`config.mk`:
```
export PLATFORM = sky130hd
export DESIGN_NAME = ispf_mul
export DESIGN_NICKNAME = d
export VERILOG_FILES = /design/src/rtl/ispf_mul.sv
export SDC_FILE = /design/constraint.sdc
export NUM_CORES = 2
export LEC_CHECK = 0
export BUFFER_PORTS_ARGS = -buffer_cell sky130_fd_sc_hd__buf_4
export CAP_MARGIN = 40
export CORE_MARGIN = 2
export CORE_UTILIZATION = 50
export CTS_CLUSTER_DIAMETER = 120
export DETAILED_ROUTE_END_ITERATION = 8
export HOLD_SLACK_MARGIN = 0.1
export PLACE_DENSITY_LB_ADDON = 0.08
export SLEW_MARGIN = 20
export SYNTH_ARGS = -nofsm -noshare
export SYNTH_HDL_FRONTEND = slang
export SYNTH_SLANG_ARGS = --single-unit
```
`constraint.sdc`:
```
create_clock -name clk -period 9.5 [get_ports clk]
set_input_delay 1.425 -clock clk [delete_from_list [all_inputs] [get_ports clk]]
set_output_delay 1.425 -clock clk [all_outputs]
set_load 0.03 [all_outputs]
```
`src/rtl/ispf_mul.sv`:
```
// ---------------------------------------------------------------------------
// ispf_mul
// Pipelined unsigned multiplier: one CH-bit slice of b per stage.
// ---------------------------------------------------------------------------
`default_nettype none

module ispf_mul #(
  parameter int A_W   = 32,
  parameter int B_W   = 32,
  parameter int CH    = 32,
  parameter int TAG_W = 1
) (
  input  logic               clk,
  input  logic               en,
  input  logic [A_W-1:0]     a,
  input  logic [B_W-1:0]     b,
  input  logic [TAG_W-1:0]   tag_in,
  output logic [A_W+B_W-1:0] p,
  output logic [TAG_W-1:0]   tag_out
);

  localparam int NS   = (B_W + CH - 1) / CH;
  localparam int BP_W = NS * CH;
  localparam int P_W  = A_W + B_W;

  logic [A_W-1:0]   a_q   [NS];
  logic [BP_W-1:0]  b_q   [NS];
  logic [P_W-1:0]   acc_q [NS];
  logic [TAG_W-1:0] tag_q [NS];

  for (genvar k = 0; k < NS; k++) begin : g_stage
    logic [A_W-1:0]    a_i;
    logic [BP_W-1:0]   b_i;
    logic [P_W-1:0]    acc_i;
    logic [TAG_W-1:0]  t_i;
    logic [A_W+CH-1:0] pp;

    if (k == 0) begin : g_first
      assign a_i   = a;
      assign b_i   = BP_W'(b);
      assign acc_i = '0;
      assign t_i   = tag_in;
    end else begin : g_next
      assign a_i   = a_q[k-1];
      assign b_i   = b_q[k-1];
      assign acc_i = acc_q[k-1];
      assign t_i   = tag_q[k-1];
    end

    assign pp = a_i * b_i[k*CH +: CH];

    always_ff @(posedge clk) begin
      if (en) begin
        a_q[k]   <= a_i;
        b_q[k]   <= b_i;
        acc_q[k] <= acc_i + (P_W'(pp) << (k * CH));
        tag_q[k] <= t_i;
      end
    end
  end

  assign p       = acc_q[NS-1];
  assign tag_out = tag_q[NS-1];

endmodule

`default_nettype wire

```
== Word level (Yosys, flattened, before mapping) ==
Memory sizes are Yosys's and may differ from the RTL's.
Index checks and enable logic that the tools add are counted.
Widths: inputs -> output; s select.

* Multiply operators: 1
* Mux-type cells: 2

{| class="wikitable"
|+ Operator list
! kind !! count
|-
| $mul 32x32->64 || 1
|-
| $mux 1 || 2
|}

* Bits in registers: 0
* Bits in writable memories: 65
* Bits of input ports: 67
* Output and inout port bits: 65
* Logic and storage cells: 5
* Memories: 2

{| class="wikitable"
|+ Memory list
! memory !! words !! width !! rd ports !! clocked after Yosys merged registers in !! write ports !! RTL line !! source
|-
| acc_q || 1 || 64 || 1 || 0 || 1 || 28 || <nowiki>logic [P_W-1:0] acc_q [NS];</nowiki>
|-
| tag_q || 1 || 1 || 1 || 0 || 1 || 29 || <nowiki>logic [TAG_W-1:0] tag_q [NS];</nowiki>
|}

== Logic depth before layout (Yosys ltp) ==
* Depth in word-level cells: 2
* Depth in mapped cells: 29
* Depth with buffers taken out: 27

== Worst setup path after synthesis ==
Ideal clock, no wire load.

* Kind: in2reg
* Start point: in a[25]
* End point: mem acc_q[0][62] in the netlist's numbering, data pin
* Library setup time: 262 ps
* Arrival time: 8037 ps
* Data required time: 9238 ps
* Path slack: 1201 ps
* Stages on the path: 25
* Path buffers: 2
* Cells stage by stage: clkbuf_1 > nand2_1 > fa_1 > inv_1 > fa_1 > inv_1 > fa_1 > inv_1 > fa_1 > fa_1 > fa_1 > fa_1 > inv_1 > fa_1 > inv_1 > ha_1 > buf_2 > nand4_1 > or4_1 > or3_1 > a31oi_1 > a31o_2 > a211oi_1 > o21ai_1 > xor2_1

* Longest elaborated chain between the ends: 1

{| class="wikitable"
|+ RTL lines
! element !! RTL line !! source
|-
| start: declaration || 15 || <nowiki>input logic [A_W-1:0] a,</nowiki>
|-
| $mul 32x32->64 || 50 || <nowiki>assign pp = a_i * b_i[k*CH +: CH];</nowiki>
|-
| via g_stage[0].pp[62] || 36 || <nowiki>logic [A_W+CH-1:0] pp;</nowiki>
|-
| end: declaration || 28 ||
|}

The timed path passes the listed nets, and every way through them passes these cells.

== Worst setup path in the final report ==
* Start point: in a[17]
* End point: mem acc_q[0][62] in the netlist's numbering, data pin

Same word-level chain as after synthesis.

==> flow_metrics.env <==
export IMPL_path_clk_slew_ns=0.06
export IMPL_synth_common_cells="fa_1, inv_1, and2_1"
export IMPL_yosysTopAreaCellShare_pct=50.8
export IMPL_worstPathArrival_ns=8.97
export IMPL_grt_total_usage_pct=29.1
export IMPL_start_util_pct=50.5
export IMPL_port_buffers=131
export IMPL_synth_compound_area_share_pct=3.84
export IMPL_post_cts_resized=0
export IMPL_finalCritPeriodShare_pct=93.5
export IMPL_drive_above_1_share_pct=5.04
export IMPL_slew_headroom_pct=63.2
export IMPL_route_vias_total=25000
export IMPL_antenna_found_initial=5
export IMPL_grt_pass1_vias=27700
export IMPL_routed_wl_microns=102000
export IMPL_first_pass_iters=5
export IMPL_fin_tns_setup_ns=0
export IMPL_max_cap_violations=0
export IMPL_endpoint_kind="register"
export IMPL_cts_buffer_depth=2
export IMPL_synth_top_family_by_area="adder cells"
export IMPL_syn_inst=3759
export IMPL_synthAdderAreaFrac_pct=60.1
export IMPL_synthDistinctLibCells=56
export IMPL_postCtsSetupRepairBufs=0
export IMPL_synth_flop_cell="edfxtp_1"
export IMPL_fillCellCount=6662
export IMPL_tightest_slew_ns=0.553
export IMPL_worstPathRequired_ns=9.59
export IMPL_synth_enable_flop_cells=65
export IMPL_setup_worst_path_class="input pin to register"
export IMPL_clock_sinks=65
export IMPL_area_growth_pct=5.21
export IMPL_hold_viol_final=0
export IMPL_ant_nets=0
export IMPL_clock_fmax_mhz=113
export IMPL_yosys_warnings=0
export IMPL_rsz0062_at_grt="false"
export IMPL_synthMuxAreaShare_pct=0.0284
export IMPL_synthSimpleGateAreaFrac_pct=17.4
export IMPL_die_area_sq_mm=0.0727
export IMPL_worst_setup_path_start_kind="input pin"
export IMPL_cts_tree="done"
export IMPL_fp_dieW_microns=270
export IMPL_drtIter0Drc=1454
export IMPL_nNetsFinal=4929
export IMPL_root_buffer="clkbuf_16"
export IMPL_drc_errors=0
export IMPL_wl_per_cell_microns=21.9
export IMPL_ys_seq_area_share_pct=5.53
export IMPL_async_flop_share_pct=0
export IMPL_grt_ovfl_total=0
export IMPL_ys_ff_latch=65
export IMPL_synthMostInstantiatedCell="fa_1"
export IMPL_die_h_microns=270
export IMPL_status="complete, no violations"
export IMPL_slew_viol_final=0
export IMPL_yosys_area_top_type="fa_1"
export IMPL_syn_nets=4985
export IMPL_row_count=97
export IMPL_htree_levels=3
export IMPL_grt_pass1_wl_microns=161000
export IMPL_yosys_top_cells_area="fa_1, and2_1, ha_1"
export IMPL_avgSynthCellArea_sq_um=9.39
export IMPL_dp_hpwl_microns=78000
export IMPL_synth_xor_area_share_pct=1.46
export IMPL_hold_buffers=0
export IMPL_viasPerCell=5.38
export IMPL_syn_area_sq_mm=0.0353
export IMPL_worst_path_max_fanout=32
export IMPL_hold_class="input pin to register"
export IMPL_io_pins=132
export IMPL_place_congestion=0.865
export IMPL_min_period_ns=8.88
export IMPL_coreArea_sq_mm=0.0699
export IMPL_setup_viol=0
export IMPL_grt_max_degree=66
export IMPL_cts_made_buffers=9
[final timing paths]
path	cells past startpoint	to	from
worst max-delay path	21	acc_q[0][62]	a[17]
worst min-delay path	1	tag_q[0]	tag_in
[sequential cells by signal, indices dropped and copies added, names as in the netlist]
name and count:
acc_q 64, tag_q 1
[worst max-delay path: stages]
cell and delay [ns]:
buf_4 0.43, and2_1 0.23, fa_1 0.45, fa_1 0.57, inv_1 0.06, fa_1 0.47
fa_1 0.55, inv_1 0.05, fa_1 0.55, fa_1 0.43, fa_1 0.51, fa_1 0.50
ha_1 0.52, nand4_1 0.14, or4_1 0.56, or3_1 0.39, a31oi_1 0.46, a31o_2 0.28
a211oi_1 0.11, o21ai_1 0.19, xor2_1 0.08
[routing by layer]
| layer | vias to the layer above | part of all wire, % | track usage (%) | wire length [microns] |
|---|---|---|---|---|
| met1 | 13200 | 39 | 36.2 | 39200 |
| met2 | 773 | 51 | 51.8 | 52300 |
| li1 | 10800 | - | - | - |
| met3 | 223 | 4.7 | 3.10 | 4820 |
| met4 | 0 | 5.3 | 12.0 | 5340 |
| met5 | - | 0 | 0 | 0 |
[area by class of cell]
| type | instances | area, sq um | share of cell area, % |
|---|---|---|---|
| multi-input combinational | 2604 | 29200 | 78.7 |
| inverter | 863 | 3240 | 8.72 |
| sequential | 65 | 1950 | 5.26 |
| timing repair buffer | 160 | 1220 | 3.29 |
| tap | 940 | 1180 | 3.17 |
| clock buffer | 9 | 225 | 0.606 |
| clock inverter | 7 | 77.6 | 0.209 |
| antenna | 1 | 2.50 | 0.00674 |
[cells in the final DEF, fill, tap and decap left out, types with 3 or more instances in the layout]
cell	netlist	layout
a31oi_1	11	11
a221o_1	4	4
fa_1	896	896
a21o_1	37	37
and3_1	14	14
xnor2_1	33	33
nor3_1	5	5
edfxtp_1	65	65
a21boi_0	3	3
o221ai_1	3	3
xor2_1	26	26
nand4_1	24	24
or2_2	3	3
a21oi_1	68	68
o211ai_1	3	3
o21bai_1	10	10
o21ai_0	28	28
a311oi_1	3	3
or3_1	5	5
clkbuf_16	0	9
nor2_1	21	21
nand3_1	12	12
nand2_1	478	478
inv_1	863	863
buf_4	0	159
a211oi_1	4	4
and4_1	4	4
or4_1	3	3
inv_6	0	3
o21a_1	8	8
and2_1	603	603
ha_1	263	263
[logic make-up (layout without fill, tap and decap cells)]
group,after synthesis,in the layout
AND/OR/NAND/NOR,1180,1180
buffers and inverters,1090,1039
multiplexers,1,1
XOR/XNOR,59,59
flip-flops,65,65
other,0,1
AO/OA/AOI/OAI,205,205
adder cells (fa/ha/maj),1159,1159
[stage by stage]
stage	area, sq um	util (%)	std cells	hold slack (ns)	setup slack, ns
2_1_floorplan	35300	-	3759	1.52	1.20
3_3_place_gp	36800	52.6	4631	1.60	0.430
3_5_place_dp	36800	52.6	4631	1.61	0.328
4_1_cts	37100	53.1	4647	1.26	0.692
5_1_grt	37100	53.1	4648	1.25	0.375
6_report	37100	53.1	4649	1.27	0.617
Power is not shown: default switching activity piles up to over one toggle a cycle in this logic, so the estimate is an artifact.
